<file path="config.mk">
export PLATFORM = sky130hd
export DESIGN_NAME = aging_priority_queue_arbiter
export DESIGN_NICKNAME = d
export VERILOG_FILES = /design/src/sv/apq_pkg.sv /design/src/sv/aging_priority_queue_arbiter.sv
export VERILOG_INCLUDE_DIRS = /design/src /design/src/sv
export SDC_FILE = /design/constraint.sdc
export NUM_CORES = 2
export LEC_CHECK = 0
export BUFFER_PORTS_ARGS = -buffer_cell sky130_fd_sc_hd__buf_2
export CORE_ASPECT_RATIO = 0.7
export CORE_MARGIN = 3
export CORE_UTILIZATION = 46
export DETAILED_ROUTE_END_ITERATION = 7
export GPL_TIMING_DRIVEN = 0
export PLACE_DENSITY = 0.59
export RECOVER_POWER = 50
export SLEW_MARGIN = 0
export SYNTH_ARGS = -nofsm -noshare
export SYNTH_HDL_FRONTEND = slang
export SYNTH_SLANG_ARGS = --single-unit
</file>
<file path="constraint.sdc">
create_clock -name clk -period 26.4 [get_ports clk]
set_clock_uncertainty 0.15 [all_clocks]
set_input_delay 5.28 -clock clk [delete_from_list [all_inputs] [get_ports clk]]
set_output_delay 5.28 -clock clk [all_outputs]
set_load 0.01 [all_outputs]
</file>
<file path="src/sv/assert_macros.svh">
// Assertion macros shared by the arbiter RTL.
`ifndef ASSERT_MACROS_SVH
`define ASSERT_MACROS_SVH

// Check that a condition holds on every edge out of reset.
`define APQ_ASSERT(lbl, cond, msg) \
  lbl: assert property (@(posedge clk) disable iff (!rst_n) (cond)) else $error(msg);

// Check that a consequent holds in the same cycle as its antecedent.
`define APQ_ASSERT_NOW(lbl, ante, cons, msg) \
  lbl: assert property (@(posedge clk) disable iff (!rst_n) (ante) |-> (cons)) \
    else $error(msg);

// Check that a consequent holds in the cycle after its antecedent.
`define APQ_ASSERT_NEXT(lbl, ante, cons, msg) \
  lbl: assert property (@(posedge clk) disable iff (!rst_n) (ante) |=> (cons)) \
    else $error(msg);

`endif

</file>
<file path="src/sv/apq_pkg.sv">
// Types, constants and helpers of the aging priority queue arbiter.
package apq_pkg;

  localparam int QUEUE_DEPTH     = 16;
  localparam int TRACKS_PER_SIDE = 2;
  localparam int NUM_QUEUES      = 2 * TRACKS_PER_SIDE;
  localparam int MEM_DEPTH       = NUM_QUEUES * QUEUE_DEPTH;

  localparam int PTR_W   = $clog2(QUEUE_DEPTH);
  localparam int Q_W     = $clog2(NUM_QUEUES);
  localparam int TRK_W   = (TRACKS_PER_SIDE > 1) ? $clog2(TRACKS_PER_SIDE) : 1;
  localparam int ADDR_W  = $clog2(MEM_DEPTH);
  localparam int PRIO_W  = 2;
  localparam int TAG_W   = 16;
  localparam int SUM_W   = $clog2(3 * (QUEUE_DEPTH - 1) + 1);
  localparam int BONUS_W = 16;
  localparam int SCORE_W = ((SUM_W > BONUS_W) ? SUM_W : BONUS_W) + 1;

  localparam logic MODE_ENQ = 1'b0;
  localparam logic MODE_ARB = 1'b1;

  typedef struct packed {
    logic              mode;
    logic              side;
    logic              track;
    logic [PRIO_W-1:0] priority_req;
    logic [TAG_W-1:0]  item_tag;
  } apq_in_t;

  typedef struct packed {
    logic              accepted;
    logic              granted;
    logic              grant_side;
    logic              grant_track;
    logic [PRIO_W-1:0] grant_priority;
    logic [TAG_W-1:0]  grant_tag;
  } apq_out_t;

  typedef struct packed {
    logic [PRIO_W-1:0] prio;
    logic [TAG_W-1:0]  tag;
  } apq_entry_t;

  typedef enum logic [2:0] {
    ST_IDLE,
    ST_ENQ,
    ST_SCAN,
    ST_PICK,
    ST_WB,
    ST_RESP
  } apq_state_t;

  function automatic logic [PTR_W-1:0] ring_next(input logic [PTR_W-1:0] p);
    return (p == PTR_W'(QUEUE_DEPTH - 1)) ? '0 : p + 1'b1;
  endfunction

  function automatic logic [Q_W-1:0] queue_of(input logic s, input logic [TRK_W-1:0] t);
    return Q_W'(32'(s) * TRACKS_PER_SIDE + 32'(t));
  endfunction

  function automatic logic [ADDR_W-1:0] mem_addr(input logic [Q_W-1:0] q,
                                                 input logic [PTR_W-1:0] p);
    return ADDR_W'(32'(q) * QUEUE_DEPTH + 32'(p));
  endfunction

endpackage

</file>
<file path="src/sv/aging_priority_queue_arbiter.sv">
// Top level of the aging priority queue arbiter: sequencer, queue state and entry store.
//
// Usage:
//   in_valid/in_ready/in_data carry one command beat (apq_in_t). mode 0 enqueues
//   priority_req and item_tag on queue (side, track); mode 1 arbitrates and grants
//   one head across the four ring queues. out_valid/out_ready/out_data return one
//   result beat (apq_out_t) per command.
//   Steps: an enqueue goes from accept through capture, check and write, and
//   load result. An arbitrate has one shared score/compare unit visit one
//   queue per cycle, then picks the winner and reads the entry store, retires
//   the head and loads the result.
//   in_ready is high only while the sequencer sits idle, so one command is in work
//   at a time; a new command is taken only once the last result is loaded.
//   The result register parts the channels: when the receiver stalls, the finished
//   beat holds in the result register and the sequencer waits before loading the
//   next one.
//   Reset (rst_n low, synchronous) empties every queue, clears sums and aging
//   bonuses and drops any pending beat. The entry store needs no clearing pass:
//   only entries that were enqueued are ever read.
module aging_priority_queue_arbiter (
  input  logic              clk,
  input  logic              rst_n,
  input  logic              in_valid,
  output logic              in_ready,
  input  apq_pkg::apq_in_t  in_data,
  output logic              out_valid,
  input  logic              out_ready,
  output apq_pkg::apq_out_t out_data
);
  import apq_pkg::*;

  `include "assert_macros.svh"

  // Sequencer and captured command
  apq_state_t state_r, state_nxt;
  apq_in_t    in_r, in_nxt;

  // Per-queue state
  logic [PTR_W-1:0]   head_r  [NUM_QUEUES];
  logic [PTR_W-1:0]   head_nxt[NUM_QUEUES];
  logic [PTR_W-1:0]   tail_r  [NUM_QUEUES];
  logic [PTR_W-1:0]   tail_nxt[NUM_QUEUES];
  logic [SUM_W-1:0]   sum_r   [NUM_QUEUES];
  logic [SUM_W-1:0]   sum_nxt [NUM_QUEUES];
  logic [BONUS_W-1:0] bonus_r [NUM_QUEUES];
  logic [BONUS_W-1:0] bonus_nxt[NUM_QUEUES];

  // Scan unit: one queue per cycle, best so far per side
  logic               scan_side_r, scan_side_nxt;
  logic [TRK_W-1:0]   scan_trk_r, scan_trk_nxt;
  logic [SCORE_W-1:0] best_score_r  [2];
  logic [SCORE_W-1:0] best_score_nxt[2];
  logic [TRK_W-1:0]   best_trk_r    [2];
  logic [TRK_W-1:0]   best_trk_nxt  [2];
  logic               found_r       [2];
  logic               found_nxt     [2];

  // Grant in flight
  logic [Q_W-1:0]   gq_r, gq_nxt;
  logic             gs_r, gs_nxt;
  logic [TRK_W-1:0] gt_r, gt_nxt;

  // Pending result and output register
  apq_out_t res_r, res_nxt;
  apq_out_t out_r, out_nxt;
  logic     out_valid_r, out_valid_nxt;

  // Entry store
  apq_entry_t        mem [MEM_DEPTH];
  apq_entry_t        rd_r;
  logic              mem_we, mem_re;
  logic [ADDR_W-1:0] mem_waddr, mem_raddr;
  apq_entry_t        mem_wdata;

  // Scratch for the combinational block
  logic [Q_W-1:0]     eq_q;
  logic               eq_ok;
  logic [Q_W-1:0]     sq;
  logic [SCORE_W-1:0] score;
  logic               pick_side;
  logic [TRK_W-1:0]   pick_trk;
  logic [Q_W-1:0]     pick_q;
  logic [SUM_W-1:0]   rd_prio_w;

  assign in_ready  = (state_r == ST_IDLE);
  assign out_valid = out_valid_r;
  assign out_data  = out_r;

  always_comb begin
    state_nxt      = state_r;
    in_nxt         = in_r;
    head_nxt       = head_r;
    tail_nxt       = tail_r;
    sum_nxt        = sum_r;
    bonus_nxt      = bonus_r;
    scan_side_nxt  = scan_side_r;
    scan_trk_nxt   = scan_trk_r;
    best_score_nxt = best_score_r;
    best_trk_nxt   = best_trk_r;
    found_nxt      = found_r;
    gq_nxt         = gq_r;
    gs_nxt         = gs_r;
    gt_nxt         = gt_r;
    res_nxt        = res_r;
    out_nxt        = out_r;
    out_valid_nxt  = out_valid_r && !out_ready;
    mem_we         = 1'b0;
    mem_re         = 1'b0;
    mem_waddr      = '0;
    mem_raddr      = '0;
    mem_wdata      = '0;

    eq_q      = queue_of(in_r.side, TRK_W'(in_r.track));
    eq_ok     = (32'(in_r.track) < TRACKS_PER_SIDE) && (in_r.priority_req != '0) &&
                (ring_next(tail_r[eq_q]) != head_r[eq_q]);
    sq        = queue_of(scan_side_r, scan_trk_r);
    score     = SCORE_W'(sum_r[sq]) + SCORE_W'(bonus_r[sq]);
    pick_side = found_r[1] && (!found_r[0] || (best_score_r[1] > best_score_r[0]));
    pick_trk  = pick_side ? best_trk_r[1] : best_trk_r[0];
    pick_q    = queue_of(pick_side, pick_trk);
    rd_prio_w = SUM_W'(rd_r.prio);

    case (state_r)
      ST_IDLE: begin
        if (in_valid) begin
          in_nxt        = in_data;
          scan_side_nxt = 1'b0;
          scan_trk_nxt  = '0;
          found_nxt[0]  = 1'b0;
          found_nxt[1]  = 1'b0;
          state_nxt     = (in_data.mode == MODE_ARB) ? ST_SCAN : ST_ENQ;
        end
      end

      ST_ENQ: begin
        // Check priority and room, store the item at the tail and grow the sum
        res_nxt          = '0;
        res_nxt.accepted = eq_ok;
        if (eq_ok) begin
          mem_we         = 1'b1;
          mem_waddr      = mem_addr(eq_q, tail_r[eq_q]);
          mem_wdata.prio = in_r.priority_req;
          mem_wdata.tag  = in_r.item_tag;
          tail_nxt[eq_q] = ring_next(tail_r[eq_q]);
          sum_nxt[eq_q]  = sum_r[eq_q] + SUM_W'(in_r.priority_req);
        end
        state_nxt = ST_RESP;
      end

      ST_SCAN: begin
        // Score one queue, age it, and keep the best of its side
        if (head_r[sq] != tail_r[sq]) begin
          if (bonus_r[sq] != '1) begin
            bonus_nxt[sq] = bonus_r[sq] + 1'b1;
          end
          if (!found_r[scan_side_r] || (score > best_score_r[scan_side_r])) begin
            found_nxt[scan_side_r]      = 1'b1;
            best_score_nxt[scan_side_r] = score;
            best_trk_nxt[scan_side_r]   = scan_trk_r;
          end
        end
        if (scan_trk_r == TRK_W'(TRACKS_PER_SIDE - 1)) begin
          scan_trk_nxt  = '0;
          scan_side_nxt = 1'b1;
          if (scan_side_r) begin
            state_nxt = ST_PICK;
          end
        end else begin
          scan_trk_nxt = scan_trk_r + 1'b1;
        end
      end

      ST_PICK: begin
        // Choose the winner and fetch its head entry
        if (!found_r[0] && !found_r[1]) begin
          res_nxt   = '0;
          state_nxt = ST_RESP;
        end else begin
          gq_nxt    = pick_q;
          gs_nxt    = pick_side;
          gt_nxt    = pick_trk;
          mem_re    = 1'b1;
          mem_raddr = mem_addr(pick_q, head_r[pick_q]);
          state_nxt = ST_WB;
        end
      end

      ST_WB: begin
        // Retire the head: drop it, shrink the sum, reset its age
        res_nxt                = '0;
        res_nxt.granted        = 1'b1;
        res_nxt.grant_side     = gs_r;
        res_nxt.grant_track    = gt_r[0];
        res_nxt.grant_priority = rd_r.prio;
        res_nxt.grant_tag      = rd_r.tag;
        sum_nxt[gq_r]   = sum_r[gq_r] - ((rd_prio_w <= sum_r[gq_r]) ? rd_prio_w : sum_r[gq_r]);
        bonus_nxt[gq_r] = '0;
        head_nxt[gq_r]  = ring_next(head_r[gq_r]);
        state_nxt       = ST_RESP;
      end

      ST_RESP: begin
        // Load the result register once it is free
        if (!out_valid_r || out_ready) begin
          out_nxt       = res_r;
          out_valid_nxt = 1'b1;
          state_nxt     = ST_IDLE;
        end
      end

      default: begin
        state_nxt = ST_IDLE;
      end
    endcase
  end

  always_ff @(posedge clk) begin
    if (!rst_n) begin
      state_r     <= ST_IDLE;
      out_valid_r <= 1'b0;
      scan_side_r <= 1'b0;
      scan_trk_r  <= '0;
      for (int i = 0; i < NUM_QUEUES; i++) begin
        head_r[i]  <= '0;
        tail_r[i]  <= '0;
        sum_r[i]   <= '0;
        bonus_r[i] <= '0;
      end
      for (int s = 0; s < 2; s++) begin
        found_r[s] <= 1'b0;
      end
    end else begin
      state_r     <= state_nxt;
      out_valid_r <= out_valid_nxt;
      scan_side_r <= scan_side_nxt;
      scan_trk_r  <= scan_trk_nxt;
      head_r      <= head_nxt;
      tail_r      <= tail_nxt;
      sum_r       <= sum_nxt;
      bonus_r     <= bonus_nxt;
      found_r     <= found_nxt;
    end
  end

  always_ff @(posedge clk) begin
    in_r         <= in_nxt;
    best_score_r <= best_score_nxt;
    best_trk_r   <= best_trk_nxt;
    gq_r         <= gq_nxt;
    gs_r         <= gs_nxt;
    gt_r         <= gt_nxt;
    res_r        <= res_nxt;
    out_r        <= out_nxt;
  end

  always_ff @(posedge clk) begin
    if (mem_we) begin
      mem[mem_waddr] <= mem_wdata;
    end
    if (mem_re) begin
      rd_r <= mem[mem_raddr];
    end
  end

  `APQ_ASSERT_NEXT(a_busy_after_accept, in_valid && in_ready, state_r != ST_IDLE,
    "sequencer stayed idle after accepting a command beat")
  `APQ_ASSERT_NEXT(a_scan_to_pick, state_r == ST_SCAN && scan_side_r &&
    scan_trk_r == TRK_W'(TRACKS_PER_SIDE - 1), state_r == ST_PICK,
    "scan did not end after the last queue")
  `APQ_ASSERT_NEXT(a_bonus_cleared, state_r == ST_WB, bonus_r[gq_r] == '0,
    "aging bonus of the granted queue not cleared")
  `APQ_ASSERT_NOW(a_grant_prio, out_valid_r && out_r.granted,
    out_r.grant_priority != '0 && !out_r.accepted,
    "granted beat carries zero priority or an enqueue flag")

endmodule

</file>
# ---- Word level (Yosys, flattened, before mapping)
# Memory sizes are Yosys's and may differ from the RTL's. A register that Yosys moved wholly into a read port is not among the register bits.
# Cells that the tools add are included.
dict set report totals {
  reg_bits 232
  ramBits 1152
  input_bits 25
  out_inout_bits 24
  wordCells 233
  memories 1
}
# name depth width read_ports rd_ports_with_merged_regs wr line
set mem_list {}
lappend mem_list {mem 64 18 1 1 1 aging_priority_queue_arbiter.sv:69} ;# apq_entry_t mem [MEM_DEPTH];
dict set report classes {
  n_addsub 12
  n_lt_le_gt_ge 12
  eq_ne 19
  mux 100
  bitwise_logic 9
  n_reduce_logical 35
}
# op count
set op_table {}
lappend op_table {{64-bit two-way mux} 2}
lappend op_table {{64-bit one-hot mux with 2 select lines} 1}
lappend op_table {{6-bit two-way mux} 13}
lappend op_table {{17-bit two-way mux} 4}
lappend op_table {{22-bit one-hot mux with 3 select lines} 1}
lappend op_table {{64-bit bitwise AND} 1}
lappend op_table {{64-bit bitwise mux} 1}
lappend op_table {{16-bit demux with 2-bit select} 2}
lappend op_table {{16-bit two-way mux} 4}
lappend op_table {{4-bit two-way mux} 16}
lappend op_table {{64-bit NOT} 1}
lappend op_table {{4-bit binary-select mux with 2-bit select} 6}
lappend op_table {{24-bit bitwise mux} 2}
lappend op_table {{24-bit one-hot mux with 2 select lines} 1}
lappend op_table {{6-bit binary-select mux with 2-bit select} 3}
lappend op_table {{18-bit two-way mux} 2}
lappend op_table {{34-bit bitwise mux} 1}
lappend op_table {{17-bit greater-than comparator} 2}
lappend op_table {{16-bit binary-select mux with 2-bit select} 1}
lappend op_table {{16-bit bitwise mux} 2}
lappend op_table {{6-bit demux with 2-bit select} 2}
lappend op_table {{24-bit two-way mux} 1}
lappend op_table {{22-bit two-way mux} 1}
lappend op_table {{2-bit inequality test (second input constant)} 9}
lappend op_table {{43 further kinds} 108}

# ---- Longest topological paths before layout
dict set report logic_depth {
  ltp_word 13
  depth_mapped 23
  mapped_depth_nobuf 19
}

# ---- Worst setup path after synthesis
# OpenSTA, ideal clock, no wires.
dict set report synth_path {
  path_type {flip-flop to flip-flop}
  start {register scan_trk_r}
  end {register best_score_r[17] (netlist name), enable pin}
  setup_time_ps 493
  t_arrival_ps 7722
  required_ps 25757
  slack_ps 18036
  stages_incl_launch_ff 24
  n_path_buf 4
  synth_period_minus_slack_ps 8364
  path_cell_list {dfxtp_1 > buf_2 > buf_1 > clkbuf_1 > buf_1 > mux4_2 > ha_1 > fa_1 > a21oi_1 > nor2_1 > nor2_1 > o21bai_1 > a21oi_1 > nor2b_1 > nand2_1 > nor2_1 > xor2_1 > ha_1 > a21o_1 > a21o_1 > a21oi_1 > a21oi_1 > nor2_1 > a2111oi_0}
}
dict set report synth_between {
  elab_chain_cells 9
  elab_cells_between_ends 19
  cone_classes {add/sub (2); order compare (1); eq/ne (1); mux (12); bitwise (1); reduce/logical (2)}
}
# element line
set synth_lines {}
lappend synth_lines {{from (decl)} aging_priority_queue_arbiter.sv:50} ;# logic [TRK_W-1:0] scan_trk_r, scan_trk_nxt;
lappend synth_lines {{from (signal assigned)} aging_priority_queue_arbiter.sv:236} ;# scan_trk_r <= scan_trk_nxt;
lappend synth_lines {{2-bit by 1-bit adder with 2-bit output *} apq_pkg.sv:58} ;# return Q_W'(32'(s) * TRACKS_PER_SIDE + 32'(t));
lappend synth_lines {{2-bit NOT with 3-bit output (implied by the code) *} aging_priority_queue_arbiter.sv:117} ;# score = SCORE_W'(sum_r[sq]) + SCORE_W'(bonus_r[sq]);
lappend synth_lines {{6-bit binary-select mux with 2-bit select / 16-bit binary-select mux with 2-bit select (equally long branches)} aging_priority_queue_arbiter.sv:117}
lappend synth_lines {{6-bit two-way mux (implied by the code) / 16-bit two-way mux (equally long branches) (2 in a row)} aging_priority_queue_arbiter.sv:117}
lappend synth_lines {{6-bit by 16-bit adder with 17-bit output *} aging_priority_queue_arbiter.sv:117}
lappend synth_lines {{net score[14]} aging_priority_queue_arbiter.sv:79} ;# logic [SCORE_W-1:0] score;
lappend synth_lines {{17-bit greater-than comparator *} aging_priority_queue_arbiter.sv:156} ;# if (!found_r[scan_side_r] || (score > best_score_r[scan_side_r])) begin
lappend synth_lines {{1-bit logical OR *} aging_priority_queue_arbiter.sv:156}
lappend synth_lines {{3-bit AND reduction (no source line) *} n/a}
lappend synth_lines {{to (signal assigned)} aging_priority_queue_arbiter.sv:247} ;# best_score_r <= best_score_nxt;
lappend synth_lines {{to (decl)} aging_priority_queue_arbiter.sv:51} ;# logic [SCORE_W-1:0] best_score_r [2];
# The timed path passes the listed nets; every way through them passes the cells marked *. The select of a mux whose other input is x is not followed.
# A chain may end at the register's enable or synchronous reset.

==> insert_results.sql <==
INSERT INTO impl_metrics (metric_group, metric, value, unit) VALUES
('drt', 'detail_route.vias_per_cell', '6.231', ''),
('timing', 'worst_slew_margin_rel', '-201.1', '%'),
('floorplan', 'floorplan.rows', '108', ''),
('timing', 'final.setup.tns', '0', 'ps'),
('run_status', 'status', 'complete, but fails checks', ''),
('worst_setup_path', 'worst-r2r-setup-slack', '16350', 'ps'),
('logic_synthesis', 'synth_warn', '0', ''),
('logic_synthesis', 'postSynthNetCount', '4284', ''),
('drt', 'dr_total_vias', '38940', ''),
('timing', 'rsz0062_at_grt', 'no', ''),
('timing', 'tightestPinTransition', '4516', 'ps'),
('worst_setup_path', 'setup.worst_path.end_class', 'flip-flop', ''),
('logic_synthesis', 'avgSynthCellArea', '13.88', 'um^2'),
('power', 'internal-power', '3.568', 'mW'),
('timing', 'timing_hold_violations_final', '0', ''),
('logic_synthesis', 'postSynth.asyncResetShare', '0', '%'),
('global_route', 'number_of_global_route_vias_before_repair', '36520', ''),
('clock_tree', 'htree_depth', '4', ''),
('global_route', 'grt_usage', '28.27', '%'),
('power', 'switching_power', '0.9847', 'mW'),
('power', 'leakagePower', '21.64', 'nW'),
('worst_setup_path', 'cp.required', '26160', 'ps'),
('global_route', 'maximum_number_of_pins_on_one_net_before_global_route_repair', '65', ''),
('floorplan', 'dieArea', '0.1313', 'mm^2'),
('min_path', 'worstHoldStart', 'res_r[10]', ''),
('power', 'power-per-cell-area', '68.87', 'mW/mm^2'),
('clock_tree', 'tritoncts_num_sinks', '1400', ''),
('timing', 'final_critical_path_share_of_the_clock_period', '38.07', '%'),
('clock_tree', 'ctsResizeCount', '0', ''),
('drt', 'postRouteWirelength', '187.3', 'mm'),
('drt', 'ant_nets', '0', ''),
('floorplan', 'die_span_in_y', '304.1', 'um'),
('clock_tree', 'clk_transition_reported_paths', '60', 'ps'),
('placement', 'dp_hpwl', '134.9', 'mm'),
('power', 'worst_ir_drop_vdd', '0.06924', 'mV'),
('job', 'max_cap_viol_count', '24', ''),
('clock_tree', 'clock_latency', '790', 'ps'),
('global_route', 'antenna_found_initial', '12', ''),
('run_status', 'violated_checks', 'capacitance limit, slew limit', ''),
('worst_setup_path', 'critical_path.startpoint_type', 'flip-flop', ''),
('power', 'power_switching_share', '21.63', '%'),
('floorplan', 'initial_core_util', '46.72', '%'),
('clock_tree', 'clock_path_buffers', '3', ''),
('clock_tree', 'tritoncts', 'done', ''),
('timing', 'fmaxAchievable', '99.49', 'MHz'),
('floorplan', 'placeableCoreArea', '0.1250', 'mm^2'),
('min_path', 'hold-path-endpoint', 'out_data[10]', ''),
('logic_synthesis', 'synth-edff-count', '1272', ''),
('logic_synthesis', 'post_synthesis_cell_area', '0.05839', 'mm^2'),
('clock_tree', 'hold_buffers', '0', ''),
('power', 'power_frac_clock', '42.4', '%'),
('final_layout', 'layout_cell_share_with_drive_strength_beyond_1', '11.48', '%'),
('floorplan', 'die-width', '431.8', 'um'),
('power', 'power.combinational.fraction', '3.4', '%'),
('clock_tree', 'numCtsBuffers', '138', ''),
('clock_tree', 'number_of_buffers_inserted_to_repair_setup_after_cts', '0', ''),
('clock_tree', 'cts_root_buf', 'sky130_fd_sc_hd__clkbuf_16', ''),
('placement', 'placement.io_buffers', '48', ''),
('drt', 'detail_route.drc_violations', '0', ''),
('min_path', 'min_path_type', 'flip-flop to flip-flop', ''),
('worst_setup_path', 'reg2reg_from', 'in_r[19]', ''),
('worst_setup_path', 'path_class', 'flip-flop to flip-flop', ''),
('floorplan', 'boundaryPins', '49', ''),
('min_path', 'hold_depth', '0', ''),
('logic_synthesis', 'yosysUniqueCellTypes', '82', ''),
('drt', 'route.detailed.wl_per_inst', '29.97', 'um'),
('timing', 'timing_max_transition_violations_final', '854', ''),
('timing', 'hold_slack', '268.2', 'ps'),
('worst_setup_path', 'r2r.worst_path.cells', '11', ''),
('worst_setup_path', 'worstPathArrival', '9810', 'ps'),
('final_layout', 'final_net_count', '4561', '');
## metal layers
layer  up-vias  GRT usage (%)  part of all wire, %
met5         -          2.404                 0.27
met4         8          8.323                  2.8
met3       322          12.36                   16
met2      2519          35.44                   38
met1     19370          43.32                   43
li1      16710              -                    -
## synth_stat cells (19+ instances only)
library cell,count,area share (%)
sky130_fd_sc_hd__ha_1,49,1.0
sky130_fd_sc_hd__buf_1,19,0.12
sky130_fd_sc_hd__nand3_1,179,1.5
sky130_fd_sc_hd__nor4_1,19,0.20
sky130_fd_sc_hd__nand4_1,42,0.45
sky130_fd_sc_hd__mux4_2,109,4.2
sky130_fd_sc_hd__nor2_1,267,1.7
sky130_fd_sc_hd__and3_1,33,0.35
sky130_fd_sc_hd__edfxtp_1,1272,65
sky130_fd_sc_hd__buf_2,49,0.42
sky130_fd_sc_hd__nand2_1,603,3.9
sky130_fd_sc_hd__dfxtp_1,128,4.4
sky130_fd_sc_hd__a31oi_1,68,0.73
sky130_fd_sc_hd__a21oi_1,406,3.5
sky130_fd_sc_hd__clkbuf_1,185,1.2
sky130_fd_sc_hd__nor3_1,49,0.42
sky130_fd_sc_hd__and2_1,22,0.24
sky130_fd_sc_hd__mux2i_1,168,2.9
sky130_fd_sc_hd__xnor2_1,30,0.45
sky130_fd_sc_hd__o22ai_1,74,0.79
sky130_fd_sc_hd__o21ai_0,36,0.31
sky130_fd_sc_hd__a21o_1,25,0.32
sky130_fd_sc_hd__a2111oi_0,36,0.54
sky130_fd_sc_hd__a211oi_1,22,0.28
sky130_fd_sc_hd__inv_1,42,0.27
## cell type report
class	count	area, um^2	share of cell area, %
multi-input combinational	2501	16440	24.88
timing repair buffer	137	1221	1.847
clock inverter	65	545.5	0.8253
tap	1650	2064	3.123
clock buffer	183	3774	5.709
buffer	264	1119	1.692
sequential	1400	40760	61.66
inverter	42	157.7	0.2385
antenna	7	17.52	0.02650
## placed cells by master, fill, tap and decap left out, types with 17 or more instances in the layout
master and count:
sky130_fd_sc_hd__a21oi_1 406, sky130_fd_sc_hd__a21o_1 25, sky130_fd_sc_hd__buf_1 17, sky130_fd_sc_hd__nand4_1 42, sky130_fd_sc_hd__and2_0 17, sky130_fd_sc_hd__a211oi_1 21
sky130_fd_sc_hd__clkbuf_16 144, sky130_fd_sc_hd__a2111oi_2 20, sky130_fd_sc_hd__nand2_1 603, sky130_fd_sc_hd__nand3_1 179, sky130_fd_sc_hd__o21ai_0 37, sky130_fd_sc_hd__buf_8 24
sky130_fd_sc_hd__nor2_1 247, sky130_fd_sc_hd__xnor2_1 30, sky130_fd_sc_hd__edfxtp_1 1272, sky130_fd_sc_hd__a31oi_1 68, sky130_fd_sc_hd__a32o_1 18, sky130_fd_sc_hd__ha_1 49
sky130_fd_sc_hd__mux4_2 109, sky130_fd_sc_hd__buf_2 96, sky130_fd_sc_hd__nor4_1 20, sky130_fd_sc_hd__dfxtp_1 128, sky130_fd_sc_hd__o31ai_1 18, sky130_fd_sc_hd__a2111oi_0 23
sky130_fd_sc_hd__clkbuf_1 265, sky130_fd_sc_hd__nor3_1 48, sky130_fd_sc_hd__o211ai_1 18, sky130_fd_sc_hd__mux2i_1 168, sky130_fd_sc_hd__inv_1 42, sky130_fd_sc_hd__o22ai_1 74
sky130_fd_sc_hd__nor2_2 18, sky130_fd_sc_hd__clkinv_2 30, sky130_fd_sc_hd__and3_1 33
## metrics by stage
step	cell area, um^2	cells	setup WS (ps)	total power, mW	util, %
after global routing	66090	6244	16090	4.671	52.87
after floorplan	58390	4207	18040	2.585	-
after detailed placement	62410	5993	18010	2.667	49.93
after CTS	66730	6241	18000	4.568	53.39
final	66100	6249	16350	4.552	52.88
after global placement	60700	5905	13460	2.659	48.56
## critical path, cell delays in order, from the launching register on
cell and delay, ps:
sky130_fd_sc_hd__edfxtp_1 540, sky130_fd_sc_hd__clkbuf_1 600, sky130_fd_sc_hd__mux2i_1 310, sky130_fd_sc_hd__mux2_1 380, sky130_fd_sc_hd__nand3_1 570, sky130_fd_sc_hd__o21ai_0 540, sky130_fd_sc_hd__xnor2_1 150, sky130_fd_sc_hd__a41oi_1 480
sky130_fd_sc_hd__nor3b_1 1060, sky130_fd_sc_hd__clkbuf_1 470, sky130_fd_sc_hd__clkbuf_1 530, sky130_fd_sc_hd__and2_0 3300
## cell families (layout without fill, tap and decap cells)
group | count (synthesis) | count (layout) | share of synthesized area [%]
DFF | 1400 | 1400 | 69.80
buffers and inverters | 306 | 691 | 2.194
AOI/OAI and AO/OA | 839 | 839 | 9.241
and+or+nand+nor | 1281 | 1281 | 9.721
muxes | 283 | 283 | 7.199
other | 0 | 7 | 0
xor gates and xnor gates | 46 | 46 | 0.6899
adders and majority gates | 52 | 52 | 1.153
## state kept, by name (all words and copies together) (netlist names)
register / count
head_r: 16
best_score_r: 34
gq_r: 2
out_valid: 1
mem: 1152
state_r: 3
scan_trk_r: 1
out_data: 22
tail_r: 16
rd_r: 16
rd_prio_w: 2
res_r: 22
bonus_r: 64
found_r: 2
scan_side_r: 1
sum_r: 24
best_trk_r: 2
in_r: 20
## power by group through the flow
| stage | Combinational, mW | Clock, mW | Sequential [mW] |
|---|---|---|---|
| floorplan | 0.0773 | 0 | 2.51 |
| global placement | 0.144 | 0 | 2.51 |
| CTS | 0.159 | 1.95 | 2.46 |
| finish | 0.157 | 1.93 | 2.47 |
| detailed placement | 0.159 | 0 | 2.51 |
| global route | 0.166 | 2.04 | 2.47 |
## worst max-delay path by stage
stage                     startpoint                to  slack (ps)  depth (start not counted)
after global placement    scan_trk_r  best_score_r[31]       13460                         21
after floorplan           scan_trk_r  best_score_r[17]       18040                         23
after CTS                 scan_trk_r  best_score_r[24]       18000                         23
after global routing        in_r[19]        mem[25][9]       16090                         11
after detailed placement  scan_trk_r  best_score_r[31]       18010                         23
final                       in_r[19]        mem[25][9]       16350                         11
No activity file was read; power rests on OpenSTA's default activity.
